### src/rtl/sprlm_pkg.sv
// Shared types, constants and helpers of the stereo peak/RMS level meter.
`default_nettype none
package sprlm_pkg;

	localparam int MAG_W    = 16;          // sample magnitude, 0..32768
	localparam int RAD_W    = 2 * MAG_W;   // isqrt radicand
	localparam int REM_W    = MAG_W + 1;   // isqrt partial remainder
	localparam int SQ_STEPS = MAG_W;       // one root bit per step
	localparam int SSTEP_W  = $clog2(SQ_STEPS);
	localparam int FCNT_W   = 13;          // frames_counted field

	localparam int APB_ADDR_W = 3;
	localparam int APB_DATA_W = 32;
	localparam int REG_IDX_W  = 1;
	localparam logic [REG_IDX_W-1:0] REG_STEREO_MODE = 1'b0;

	typedef struct packed {
		logic signed [15:0] l_smp;
		logic signed [15:0] r_smp;
		logic               last_in_block;
	} in_beat_t;

	typedef struct packed {
		logic [15:0]       l_lvl;
		logic [15:0]       r_lvl;
		logic [15:0]       overall_peak;
		logic [15:0]       mean_level;
		logic [FCNT_W-1:0] frames_counted;
		logic              block_overflow;
	} out_beat_t;

	// controller -> datapath
	typedef struct packed {
		logic acc_en;
		logic div_load;
		logic div_step;
		logic sq_load;
		logic sq_step;
		logic finish;
	} ctrl_cmd_t;

	// datapath -> controller
	typedef struct packed {
		logic div_last;
		logic sq_last;
	} ctrl_sts_t;

	// |s| of a 16-bit two's complement sample; -32768 maps to 0x8000
	function automatic logic [MAG_W-1:0] mag16(input logic signed [15:0] s);
		logic [MAG_W-1:0] r;
		if (s[15]) begin
			r = ~s + 16'd1;
		end else begin
			r = s;
		end
		return r;
	endfunction

endpackage
`default_nettype wire

### src/rtl/sprlm_ctrl.sv
// Sequencer: accumulate, divide, square root, then load the result register.
`default_nettype none
module sprlm_ctrl (
	input  wire logic                  clk,
	input  wire logic                  arst_n,
	input  wire logic                  in_valid,
	input  wire logic                  in_last,
	input  wire logic                  out_stall,
	input  wire sprlm_pkg::ctrl_sts_t  sts,
	output logic                       in_stall,
	output logic                       out_valid,
	output sprlm_pkg::ctrl_cmd_t       cmd
);

	typedef enum logic [5:0] {
		ST_ACC   = 6'b000001,
		ST_DINIT = 6'b000010,
		ST_DRUN  = 6'b000100,
		ST_SINIT = 6'b001000,
		ST_SRUN  = 6'b010000,
		ST_FIN   = 6'b100000
	} state_t;

	state_t state_q, state_d;
	logic   out_valid_q;
	logic   in_take;
	logic   can_load;

	assign in_stall  = (state_q != ST_ACC);
	assign in_take   = in_valid && !in_stall;
	assign out_valid = out_valid_q;
	// result register is free or is being emptied this cycle
	assign can_load  = !out_valid_q || !out_stall;

	always_comb begin
		state_d = state_q;
		cmd     = '0;
		case (state_q)
			ST_ACC: begin
				cmd.acc_en = in_take;
				if (in_take && in_last) begin
					state_d = ST_DINIT;
				end
			end
			ST_DINIT: begin
				cmd.div_load = 1'b1;
				state_d      = ST_DRUN;
			end
			ST_DRUN: begin
				cmd.div_step = 1'b1;
				if (sts.div_last) begin
					state_d = ST_SINIT;
				end
			end
			ST_SINIT: begin
				cmd.sq_load = 1'b1;
				state_d     = ST_SRUN;
			end
			ST_SRUN: begin
				cmd.sq_step = 1'b1;
				if (sts.sq_last) begin
					state_d = ST_FIN;
				end
			end
			ST_FIN: begin
				if (can_load) begin
					cmd.finish = 1'b1;
					state_d    = ST_ACC;
				end
			end
			default: begin
				state_d = ST_ACC;
			end
		endcase
	end

	always_ff @(posedge clk or negedge arst_n) begin
		if (!arst_n) begin
			state_q     <= ST_ACC;
			out_valid_q <= 1'b0;
		end else begin
			state_q <= state_d;
			if (cmd.finish) begin
				out_valid_q <= 1'b1;
			end else if (out_valid_q && !out_stall) begin
				out_valid_q <= 1'b0;
			end
		end
	end

endmodule
`default_nettype wire

### src/rtl/sprlm_dp.sv
// Datapath: per-channel accumulators, bit-serial divider and isqrt, result register.
`default_nettype none
module sprlm_dp #(
	parameter int MAX_FRAMES = 4096
) (
	input  wire logic                  clk,
	input  wire logic                  arst_n,
	input  wire sprlm_pkg::ctrl_cmd_t  cmd,
	input  wire logic                  stereo_mode,
	input  wire sprlm_pkg::in_beat_t   in_data,
	output sprlm_pkg::ctrl_sts_t       sts,
	output sprlm_pkg::out_beat_t       out_data
);

	localparam int CNT_W   = $clog2(MAX_FRAMES + 1);
	// a square is at most 2^30, so MAX_FRAMES of them fit here
	localparam int SUM_W   = $clog2(MAX_FRAMES) + 31;
	localparam int DSTEP_W = $clog2(SUM_W);
	localparam int MAG_W   = sprlm_pkg::MAG_W;
	localparam int RAD_W   = sprlm_pkg::RAD_W;
	localparam int REM_W   = sprlm_pkg::REM_W;
	localparam int SSTEP_W = sprlm_pkg::SSTEP_W;
	localparam int FCNT_W  = sprlm_pkg::FCNT_W;

	// ---------------- accumulation ----------------
	logic [MAG_W-1:0]   lmag, rmag;
	logic [RAD_W-1:0]   lsq, rsq;
	logic [SUM_W-1:0]   lsum_q, rsum_q;
	logic [MAG_W-1:0]   lpeak_q, rpeak_q;
	logic [CNT_W-1:0]   cnt_q;
	logic               ovf_q;
	logic               cnt_full;

	assign lmag     = sprlm_pkg::mag16(in_data.l_smp);
	assign rmag     = stereo_mode ? sprlm_pkg::mag16(in_data.r_smp) : lmag;
	assign lsq      = RAD_W'(lmag) * RAD_W'(lmag);
	assign rsq      = RAD_W'(rmag) * RAD_W'(rmag);
	assign cnt_full = (cnt_q == CNT_W'(MAX_FRAMES));

	always_ff @(posedge clk or negedge arst_n) begin
		if (!arst_n) begin
			lsum_q  <= '0;
			rsum_q  <= '0;
			lpeak_q <= '0;
			rpeak_q <= '0;
			cnt_q   <= '0;
			ovf_q   <= 1'b0;
		end else if (cmd.finish) begin
			lsum_q  <= '0;
			rsum_q  <= '0;
			lpeak_q <= '0;
			rpeak_q <= '0;
			cnt_q   <= '0;
			ovf_q   <= 1'b0;
		end else if (cmd.acc_en) begin
			if (cnt_full) begin
				ovf_q <= 1'b1;
			end else begin
				lsum_q <= lsum_q + SUM_W'(lsq);
				rsum_q <= rsum_q + SUM_W'(rsq);
				if (lmag > lpeak_q) begin
					lpeak_q <= lmag;
				end
				if (rmag > rpeak_q) begin
					rpeak_q <= rmag;
				end
				cnt_q <= cnt_q + CNT_W'(1);
			end
		end
	end

	// ---------------- restoring divider, both lanes share the divisor ----------------
	logic [SUM_W-1:0]   lquo_q, rquo_q;
	logic [CNT_W-1:0]   lrem_q, rrem_q;
	logic [DSTEP_W-1:0] dstep_q;
	logic [CNT_W:0]     ltrial, rtrial, divisor;
	logic               lfit, rfit;

	assign divisor = {1'b0, cnt_q};
	assign ltrial  = {lrem_q, lquo_q[SUM_W-1]};
	assign rtrial  = {rrem_q, rquo_q[SUM_W-1]};
	assign lfit    = (ltrial >= divisor);
	assign rfit    = (rtrial >= divisor);

	always_ff @(posedge clk) begin
		if (cmd.div_load) begin
			lquo_q  <= lsum_q;
			rquo_q  <= rsum_q;
			lrem_q  <= '0;
			rrem_q  <= '0;
			dstep_q <= '0;
		end else if (cmd.div_step) begin
			lquo_q  <= {lquo_q[SUM_W-2:0], lfit};
			rquo_q  <= {rquo_q[SUM_W-2:0], rfit};
			lrem_q  <= lfit ? CNT_W'(ltrial - divisor) : CNT_W'(ltrial);
			rrem_q  <= rfit ? CNT_W'(rtrial - divisor) : CNT_W'(rtrial);
			dstep_q <= dstep_q + DSTEP_W'(1);
		end
	end

	assign sts.div_last = (dstep_q == DSTEP_W'(SUM_W - 1));

	// ---------------- bit-serial isqrt, two radicand bits per step ----------------
	// quotient is a mean square, at most 2^30, so it fits the radicand
	logic [RAD_W-1:0]   lrad_q, rrad_q;
	logic [REM_W-1:0]   lsrem_q, rsrem_q;
	logic [MAG_W-1:0]   lroot_q, rroot_q;
	logic [SSTEP_W-1:0] sstep_q;
	logic [REM_W+1:0]   lsh, rsh, ltry, rtry;
	logic               lok, rok;

	assign lsh  = {lsrem_q, lrad_q[RAD_W-1 -: 2]};
	assign rsh  = {rsrem_q, rrad_q[RAD_W-1 -: 2]};
	assign ltry = {1'b0, lroot_q, 2'b01};
	assign rtry = {1'b0, rroot_q, 2'b01};
	assign lok  = (lsh >= ltry);
	assign rok  = (rsh >= rtry);

	always_ff @(posedge clk) begin
		if (cmd.sq_load) begin
			lrad_q  <= RAD_W'(lquo_q);
			rrad_q  <= RAD_W'(rquo_q);
			lsrem_q <= '0;
			rsrem_q <= '0;
			lroot_q <= '0;
			rroot_q <= '0;
			sstep_q <= '0;
		end else if (cmd.sq_step) begin
			lrad_q  <= {lrad_q[RAD_W-3:0], 2'b00};
			rrad_q  <= {rrad_q[RAD_W-3:0], 2'b00};
			lsrem_q <= lok ? REM_W'(lsh - ltry) : REM_W'(lsh);
			rsrem_q <= rok ? REM_W'(rsh - rtry) : REM_W'(rsh);
			lroot_q <= {lroot_q[MAG_W-2:0], lok};
			rroot_q <= {rroot_q[MAG_W-2:0], rok};
			sstep_q <= sstep_q + SSTEP_W'(1);
		end
	end

	assign sts.sq_last = (sstep_q == SSTEP_W'(sprlm_pkg::SQ_STEPS - 1));

	// ---------------- result register ----------------
	logic [MAG_W-1:0]        llev, rlev, pk;
	logic [MAG_W:0]          lev_sum;
	logic [CNT_W+FCNT_W-1:0] cnt_ext;
	sprlm_pkg::out_beat_t    out_q;

	assign llev    = (lroot_q > lpeak_q) ? lroot_q : lpeak_q;
	assign rlev    = (rroot_q > rpeak_q) ? rroot_q : rpeak_q;
	assign pk      = (lpeak_q > rpeak_q) ? lpeak_q : rpeak_q;
	assign lev_sum = {1'b0, llev} + {1'b0, rlev};
	assign cnt_ext = (CNT_W + FCNT_W)'(cnt_q);

	always_ff @(posedge clk) begin
		if (cmd.finish) begin
			out_q.l_lvl          <= llev;
			out_q.r_lvl          <= rlev;
			out_q.overall_peak   <= pk;
			out_q.mean_level     <= lev_sum[MAG_W:1];
			out_q.frames_counted <= cnt_ext[FCNT_W-1:0];
			out_q.block_overflow <= ovf_q;
		end
	end

	assign out_data = out_q;

endmodule
`default_nettype wire

### src/rtl/stereo_peak_rms_level_meter.sv
// Top level of the stereo peak/RMS level meter: register port, controller, datapath.
// Usage:
//  - Input channel (in_valid/in_stall/in_data): one stereo frame per beat. Frames are
//    taken one per cycle while the meter is accumulating.
//  - A beat with last_in_block closes the block. The meter then stalls its input while
//    a shared-divisor restoring divider (one quotient bit per cycle, over the SUM_W-bit
//    sum, SUM_W = clog2(MAX_FRAMES)+31, 43 at the default) and a 16-bit bit-serial isqrt run.
//  - Output channel (out_valid/out_stall/out_data): one result beat per block, held in a
//    result register. The next block is accumulated while that result waits; only the
//    final load of a further result waits for the receiver to take the previous one.
//  - Frames past MAX_FRAMES in a block are dropped and flag block_overflow.
//  - Register stereo_mode at byte address 0 (reset 1); 0 copies left into right.
//    Write it only while the meter is idle.
//  - Reset (arst_n low) clears all accumulators, the sequencer and the output valid;
//    stereo_mode returns to 1.
`default_nettype none
module stereo_peak_rms_level_meter #(
	parameter int MAX_FRAMES = 4096
) (
	input  wire logic                                   clk,
	input  wire logic                                   arst_n,
	// frame input
	input  wire logic                                   in_valid,
	output logic                                        in_stall,
	input  wire sprlm_pkg::in_beat_t                    in_data,
	// result output
	output logic                                        out_valid,
	input  wire logic                                   out_stall,
	output sprlm_pkg::out_beat_t                        out_data,
	// register port
	input  wire logic                                   psel,
	input  wire logic                                   penable,
	input  wire logic                                   pwrite,
	input  wire logic [sprlm_pkg::APB_ADDR_W-1:0]       paddr,
	input  wire logic [sprlm_pkg::APB_DATA_W-1:0]       pwdata,
	output logic [sprlm_pkg::APB_DATA_W-1:0]            prdata,
	output logic                                        pready
);

	// ---- register file: a single mode bit ----
	logic                                 stereo_mode_q;
	logic [sprlm_pkg::REG_IDX_W-1:0]      reg_idx;
	logic                                 reg_wr;

	assign pready  = 1'b1;
	assign reg_idx = paddr[sprlm_pkg::APB_ADDR_W-1 -: sprlm_pkg::REG_IDX_W];
	assign reg_wr  = psel && penable && pwrite && pready
		&& (reg_idx == sprlm_pkg::REG_STEREO_MODE);

	always_ff @(posedge clk or negedge arst_n) begin
		if (!arst_n) begin
			stereo_mode_q <= 1'b1;
		end else if (reg_wr) begin
			stereo_mode_q <= pwdata[0];
		end
	end

	always_comb begin
		prdata = '0;
		if (reg_idx == sprlm_pkg::REG_STEREO_MODE) begin
			prdata[0] = stereo_mode_q;
		end
	end

	// ---- controller and datapath ----
	sprlm_pkg::ctrl_cmd_t cmd;
	sprlm_pkg::ctrl_sts_t sts;

	sprlm_ctrl u_ctrl (
		.clk       (clk),
		.arst_n    (arst_n),
		.in_valid  (in_valid),
		.in_last   (in_data.last_in_block),
		.out_stall (out_stall),
		.sts       (sts),
		.in_stall  (in_stall),
		.out_valid (out_valid),
		.cmd       (cmd)
	);

	sprlm_dp #(
		.MAX_FRAMES (MAX_FRAMES)
	) u_dp (
		.clk         (clk),
		.arst_n      (arst_n),
		.cmd         (cmd),
		.stereo_mode (stereo_mode_q),
		.in_data     (in_data),
		.sts         (sts),
		.out_data    (out_data)
	);

`ifndef SYNTHESIS
	// closing a block must hold off the next frame while the result is computed
	a_last_stalls: assert property (@(posedge clk) disable iff (!arst_n)
		in_valid && !in_stall && in_data.last_in_block |=> in_stall)
		else $error("frame taken right after the closing beat of a block");

	// mean lies between the two channel levels
	a_mean_range: assert property (@(posedge clk) disable iff (!arst_n)
		out_valid |-> (out_data.mean_level <= out_data.l_lvl
			|| out_data.mean_level <= out_data.r_lvl)
			&& (out_data.mean_level >= out_data.l_lvl
			|| out_data.mean_level >= out_data.r_lvl))
		else $error("mean_level outside the channel levels");

	// overflow only once the block is full
	a_ovf_full: assert property (@(posedge clk) disable iff (!arst_n)
		out_valid && out_data.block_overflow
			|-> out_data.frames_counted == sprlm_pkg::FCNT_W'(MAX_FRAMES))
		else $error("overflow flagged on a block that is not full");

	// overall peak never exceeds the larger channel level
	a_peak_bound: assert property (@(posedge clk) disable iff (!arst_n)
		out_valid |-> out_data.overall_peak <= out_data.l_lvl
			|| out_data.overall_peak <= out_data.r_lvl)
		else $error("overall_peak above both channel levels");
`endif

endmodule
`default_nettype wire

### config.mk
export PLATFORM = sky130hd
export DESIGN_NAME = stereo_peak_rms_level_meter
export DESIGN_NICKNAME = d
export VERILOG_FILES = /design/src/rtl/sprlm_pkg.sv /design/src/rtl/sprlm_ctrl.sv /design/src/rtl/sprlm_dp.sv /design/src/rtl/stereo_peak_rms_level_meter.sv
export SDC_FILE = /design/constraint.sdc
export NUM_CORES = 2
export LEC_CHECK = 0
export BUFFER_PORTS_ARGS = -buffer_cell sky130_fd_sc_hd__buf_4
export CAP_MARGIN = 10
export CORE_UTILIZATION = 60
export DETAILED_ROUTE_END_ITERATION = 7
export PLACE_DENSITY_LB_ADDON = 0.15
export SYNTH_ARGS = -nofsm -noshare
export SYNTH_HDL_FRONTEND = slang
export SYNTH_SLANG_ARGS = --single-unit
### constraint.sdc
create_clock -name clk -period 12.05 [get_ports clk]
set_input_delay 0.6025 -clock clk [delete_from_list [all_inputs] [get_ports clk]]
set_output_delay 0.6025 -clock clk [all_outputs]
set_load 0.01 [all_outputs]
# --- Yosys cells after proc, flatten, opt, wreduce, memory -nomap -nowiden ---
# Cells that the tools add are included.
word_totals:
  regBits: 470
  input_bits: 75
  out_inout_bits: 113
  elab_cells: 143
classes:
  add_sub_neg: 12
  multipliers: 2
  magnitude_cmp: 9
  n_eq_ne: 15
  muxes: 53
  n_bitwise: 3
  n_reduce_logical: 22
ops:
  columns: ["op", "n"]
  rows:
  - ["two-way mux 43 bit", 10]
  - ["two-way mux 16 bit", 14]
  - ["two-way mux 32 bit", 4]
  - ["adder 43 x 32 -> 43 bit", 2]
  - ["> comparator 16 bit", 5]
  - ["two-way mux 13 bit", 5]
  - ["multiplier 16 x 16 -> 32 bit", 2]
  - [">= comparator 19 x 18 -> 1 bit", 2]
  - ["case mux 6 bit (6 select lines)", 1]
  - ["two-way mux 17 bit", 2]
  - ["subtractor 17 bit", 2]
  - ["adder 16 x 1 -> 16 bit, second input constant", 2]
  - ["inverter 16 bit", 2]
  - [">= comparator 14 x 13 -> 1 bit", 2]
  - ["subtractor 13 bit", 2]
  - ["two-way mux 6 bit", 4]
  - ["adder 16 x 16 -> 17 bit", 1]
  - ["nonzero test 2 bit", 7]
  - ["adder 13 x 1 -> 13 bit, second input constant", 1]
  - ["== test 13 bit, second input constant", 1]
  - ["two-way mux 1 bit", 13]
  - ["== test 6 bit, second input constant", 2]
  - ["adder 6 x 1 -> 6 bit, second input constant", 1]
  - ["== test 6 x 1 -> 1 bit, second input constant", 1]
  - ["16 further kinds", 28]

# --- Logic depth before layout (Yosys ltp) ---
depth:
  word_depth: 9
  mapped_depth: 36

# --- Hierarchy ---
# A second synthesis with hierarchy kept.
hier_totals:
  hier_cells: 4379
  hier_area_um2: 42135.4
by_module_without_submodules:
  columns: ["module", "n_inst", "cells_each", "area_per_inst_um2", "seq_area_each_um2"]
  rows:
  - ["sprlm_dp", 1, 4296, 41403.5, 12191.7]
  - ["sprlm_ctrl", 1, 45, 429.2, 176.4]
  - ["stereo_peak_rms_level_meter", 1, 38, 302.8, 26.3]

# --- Least setup slack after synthesis ---
# Ideal clock, no wire load.
synth_timing:
  kind: "input to register"
  from: "input port in_data[21] (netlist name)"
  to: "register u_dp.rsum_q[40]"
  setup_ns: 0.251
  t_arrival_ns: 7.791
  required_time_ns: 11.799
  path_slack_ns: 4.008
  path_stages: 31
  path_cell_list: "nor4_2 > nand2b_1 > or4_4 > o31ai_4 > xor2_4 > inv_4 > o21a_4 > buf_6 > nand2_1 > fa_1 > inv_1 > fa_1 > inv_1 > fa_1 > inv_1 > fa_1 > fa_1 > inv_1 > fa_1 > inv_1 > ha_1 > a21o_1 > a21oi_1 > or3b_2 > o31a_1 > o21ai_0 > a21oi_1 > a311oi_2 > nand4_1 > xor2_1 > nor2_1"
synth_via:
  elab_chain_cells: 9
synth_rtl:
  columns: ["item", "line_no", "text"]
  rows:
  - ["from (decl)", "stereo_peak_rms_level_meter.sv:25", "input wire sprlm_pkg::in_beat_t in_data,"]
  - ["inverter 16 bit", "sprlm_pkg.sv:52", "r = ~s + 16'd1;"]
  - ["adder 16 x 1 -> 16 bit", "sprlm_pkg.sv:52", null]
  - ["two-way mux 16 bit (*)", "sprlm_pkg.sv:51", "if (s[15]) begin"]
  - ["two-way mux 16 bit (*)", "sprlm_dp.sv:35", "assign rmag = stereo_mode ? sprlm_pkg::mag16(in_data.r_smp) : lmag;"]
  - ["multiplier 16 x 16 -> 32 bit (*)", "sprlm_dp.sv:37", "assign rsq = RAD_W'(rmag) * RAD_W'(rmag);"]
  - ["adder 43 x 32 -> 43 bit (*)", "sprlm_dp.sv:60", "rsum_q <= rsum_q + SUM_W'(rsq);"]
  - ["two-way mux 43 bit (*)", "sprlm_dp.sv:56", "if (cnt_full) begin"]
  - ["two-way mux 43 bit (*)", "sprlm_dp.sv:55", "end else if (cmd.acc_en) begin"]
  - ["two-way mux 43 bit (*)", "sprlm_dp.sv:48", "end else if (cmd.finish) begin"]
  - ["to (signal assigned)", "sprlm_dp.sv:60", null]
  - ["to (decl)", "sprlm_dp.sv:28", "logic [SUM_W-1:0] lsum_q, rsum_q;"]
# Every way passes the cells marked *; elsewhere a longest branch is shown, timed or not. The select of a mux whose other input is x is not followed.
# A chain may end at the register's enable or synchronous reset.

# --- Final worst setup path ---
layout_timing:
  from: "input port in_data[17] (netlist name)"
  to: "register u_dp.rsum_q[38]"
# Same word-level chain as after synthesis.

==> results.txt <==
Status - finished with violations
Failing checks - DRC
Antenna violations before repair - 1
FILL cells - 5,558
Post-route cell area - 0.0451 sq mm
Clock Skews - 0.0425 ns
Fin crit share - 78.7%
Most Frequent Cell on Critical Path - inv_1
Pins Over Slew Limit - 0
Max Cap Viol - 0
Synth Warn # - 0
Non-Filler Instances - 5,575
Post-layout util - 66.7%
Final ANT Viol Nets - 0
Die Wd - 265 um
Final Hold Vio Count - 0
DRC viols - 1
Synthesis-stage register bit count - 470
Bufs on Longest Clock Path - 3
Starting Density - 61.2%
Pre-antenna DRT Iters - 8
Root Buffer - clkbuf_16
Pin count of the biggest net entering global routing - 79
Share of layout cells above drive strength 1 - 6.85%
Seq/Total Area, Yosys - 30.0%
Clk sinks - 470
Min cycle time layout - 9.48 ns
DP HPWL - 78,500 um
Port Buf Inserts - 122
Worst-margin pin slew - 1.17 ns
CP Capture Type - flop
Slowest CP cell - o21ai_0
Post-CTS Setup Bufs - 0
Synthesized area per cell - 9.07 sq um
GP Congestion - 0.948
Setup violations, final - 0
DR WL/cell - 18.6 um
Setup CP Type - input pin to flop
Synth Flop Type - edfxtp_1
Syn-to-layout area delta - 8.99%
Worst endpoint required time - 12.51 ns
Final wirelength - 104,000 um
Yosys cell types - 92
Post-synth EDFFs - 228
Post-Synthesis Cells - 4,561
First-pass GRT wire length - 167,000 um
Reg clk slew, reported paths - 0.06 ns
Hold Crit Class - input pin to flop
Die height - 265 um
Mapped Area - 0.0414 sq mm
Vias in the first global route - 31,000
WP data arrival - 9.95 ns
Fmax achieved - 0.105 GHz
Antenna Diode Count - 0
CTS tree - done
Max incr delay on CP - 0.79 ns
H-tree depth - 2
Io pins - 188
Number of nets in the layout - 5,499
Row cnt - 95
Vias per Instance - 5.67
Core Region - 0.0676 sq mm
GRT overflow - 0
Slew headroom - 21.9%
Tot GR Track Use - 30.4%
Crit start category - input pin
Placed cell count - 5,474
Post-synth ARST share - 29.8%
TritonCTS Buffers - 53
Setup TNS Final - 0 ns
DR iter-0 viols - 2,424
Placement Cell Area - 0.0432 sq mm
RSZ-0062 raised after global routing - false
Clk_lat worst skew - 0.63 ns
Max FO, Critical Path - 13
Total die area - 0.0700 sq mm
Vias - 31,600
==> metrics by stage <==
step | hold slack (ns) | worst slack [ns]
2_1_floorplan | 0.307 | 4.01
3_3_place_gp | 0.430 | 2.31
3_5_place_dp | 0.446 | 2.23
4_1_cts | 0.194 | 2.84
5_1_grt | 0.209 | 2.29
6_report | 0.218 | 2.57
==> final timing paths <==
check / from / end / slack [ns] / depth (start not counted)
worst max-delay path: in_data[17] / u_dp.rsum_q[38] / 2.57 / 31
worst min-delay path: pwdata[0] / stereo_mode_q / 0.22 / 2
worst max register to register: stereo_mode_q / u_dp.rsum_q[38] / 3.57 / 24
worst min register to register: u_dp.rrem_q[12] / u_dp.rrem_q[12] / 0.45 / 2
max in group asynchronous: arst_n / u_dp.rpeak_q[3] / 9.42 / 4
min in group asynchronous: arst_n / u_dp.lsum_q[5] / 0.42 / 2
==> critical path: cells and delay by family <==
kind / cells / cell delay [ns]
AO/OA/AOI/OAI: 5 / 2.38
XOR/XNOR: 2 / 0.34
adder cells (fa/ha/maj): 8 / 3.70
buffers and inverters: 10 / 1.85
AND/OR/NAND/NOR: 6 / 1.02
==> synthesized netlist by cell type, types with 9 or more instances <==
| library cell | n | area (sq um) |
|---|---|---|
| or2_2 | 9 | 56.3 |
| nor2_1 | 251 | 942 |
| nand4_1 | 37 | 231 |
| nand3_1 | 110 | 551 |
| xor2_1 | 72 | 631 |
| edfxtp_1 | 228 | 6850 |
| clkbuf_1 | 124 | 465 |
| o21bai_1 | 20 | 150 |
| and3_1 | 21 | 131 |
| fa_1 | 393 | 7870 |
| a21oi_1 | 169 | 846 |
| o21a_1 | 41 | 308 |
| nor3_1 | 45 | 225 |
| a31oi_1 | 16 | 100 |
| inv_2 | 9 | 33.8 |
| and2_1 | 11 | 68.8 |
| a21o_1 | 74 | 556 |
| nor2b_1 | 27 | 169 |
| nand2_1 | 746 | 2800 |
| o21ai_0 | 275 | 1380 |
| dfxtp_1 | 102 | 2040 |
| o31ai_1 | 17 | 128 |
| buf_4 | 32 | 240 |
| o22ai_1 | 35 | 219 |
| xnor2_1 | 92 | 806 |
| nand2b_1 | 20 | 125 |
| dfrtp_1 | 138 | 3450 |
| ha_1 | 374 | 4680 |
| or3_1 | 14 | 87.6 |
| mux2i_1 | 58 | 581 |
| a21boi_0 | 13 | 97.6 |
| buf_2 | 15 | 75.1 |
| nor4_1 | 17 | 106 |
| inv_1 | 804 | 3020 |
| buf_1 | 10 | 37.5 |
==> cells by family (layout without fill, tap and decap cells) <==
| group | Yosys count | in the layout | share of synthesized area [%] |
|---|---|---|---|
| AND/OR/NAND/NOR | 1338 | 1338 | 13.9 |
| buffers and inverters | 1006 | 1095 | 9.51 |
| adder cells (fa/ha/maj) | 767 | 767 | 30.3 |
| AO/OA/AOI/OAI | 751 | 751 | 11.2 |
| flip-flops | 470 | 470 | 30.0 |
| XOR/XNOR | 166 | 166 | 3.61 |
| multiplexers | 61 | 61 | 1.49 |
| other | 2 | 54 | 0.0182 |
==> cells in the final DEF (no fill, tap or decap), types with 10 or more instances in the layout <==
cell         n
inv_1      802
nand2_1    746
fa_1       393
ha_1       374
o21ai_0    275
nor2_1     251
edfxtp_1   228
buf_4      170
a21oi_1    168
dfrtp_1    138
nand3_1    109
dfxtp_1    102
xnor2_1     92
a21o_1      74
xor2_1      72
mux2i_1     58
conb_1      54
clkbuf_16   53
nor3_1      45
o21a_1      41
nand4_1     37
o22ai_1     35
nor2b_1     27
and3_1      20
nand2b_1    19
o21bai_1    19
nor4_1      17
o31ai_1     17
a31oi_1     16
or3_1       14
a21boi_0    13
and2_1      11
clkinv_1    11
bufinv_16   10
==> final cells by class <==
type	count	area [sq um]	share of cell area (%)
well taps	873	1090	2.42
repair buffers	172	1300	2.88
clock inverters	34	494	1.10
inverters	823	3100	6.88
clock buffers	66	1420	3.14
flip-flops and latches	470	12400	27.5
multi-input cells	3137	25300	56.1
==> what timing repair did <==
item,CTS,global route
hold buffers,1,0
resized for setup,0,0
endpoints found under the hold margin,23,0
==> flip-flops by register name (all words and copies together) (netlist names), 17 cells and up <==
register       flops
u_dp.out_data     78
u_dp.lquo_q       43
u_dp.lsum_q       43
u_dp.rquo_q       43
u_dp.rsum_q       43
u_dp.lrad_q       32
u_dp.rrad_q       32
u_dp.lsrem_q      17
u_dp.rsrem_q      17
==> routing by layer <==
layer  vias up  part of all wire (%)  track usage [%]
met5         -                     0                0
met4         0                   3.2             9.98
met3       193                   7.1             3.99
met2      1105                    46             48.7
met1     15400                    44             43.0
li1      14900                     -                -
Power is not shown: default switching activity piles up to over one toggle a cycle in this logic, so the estimate is an artifact.
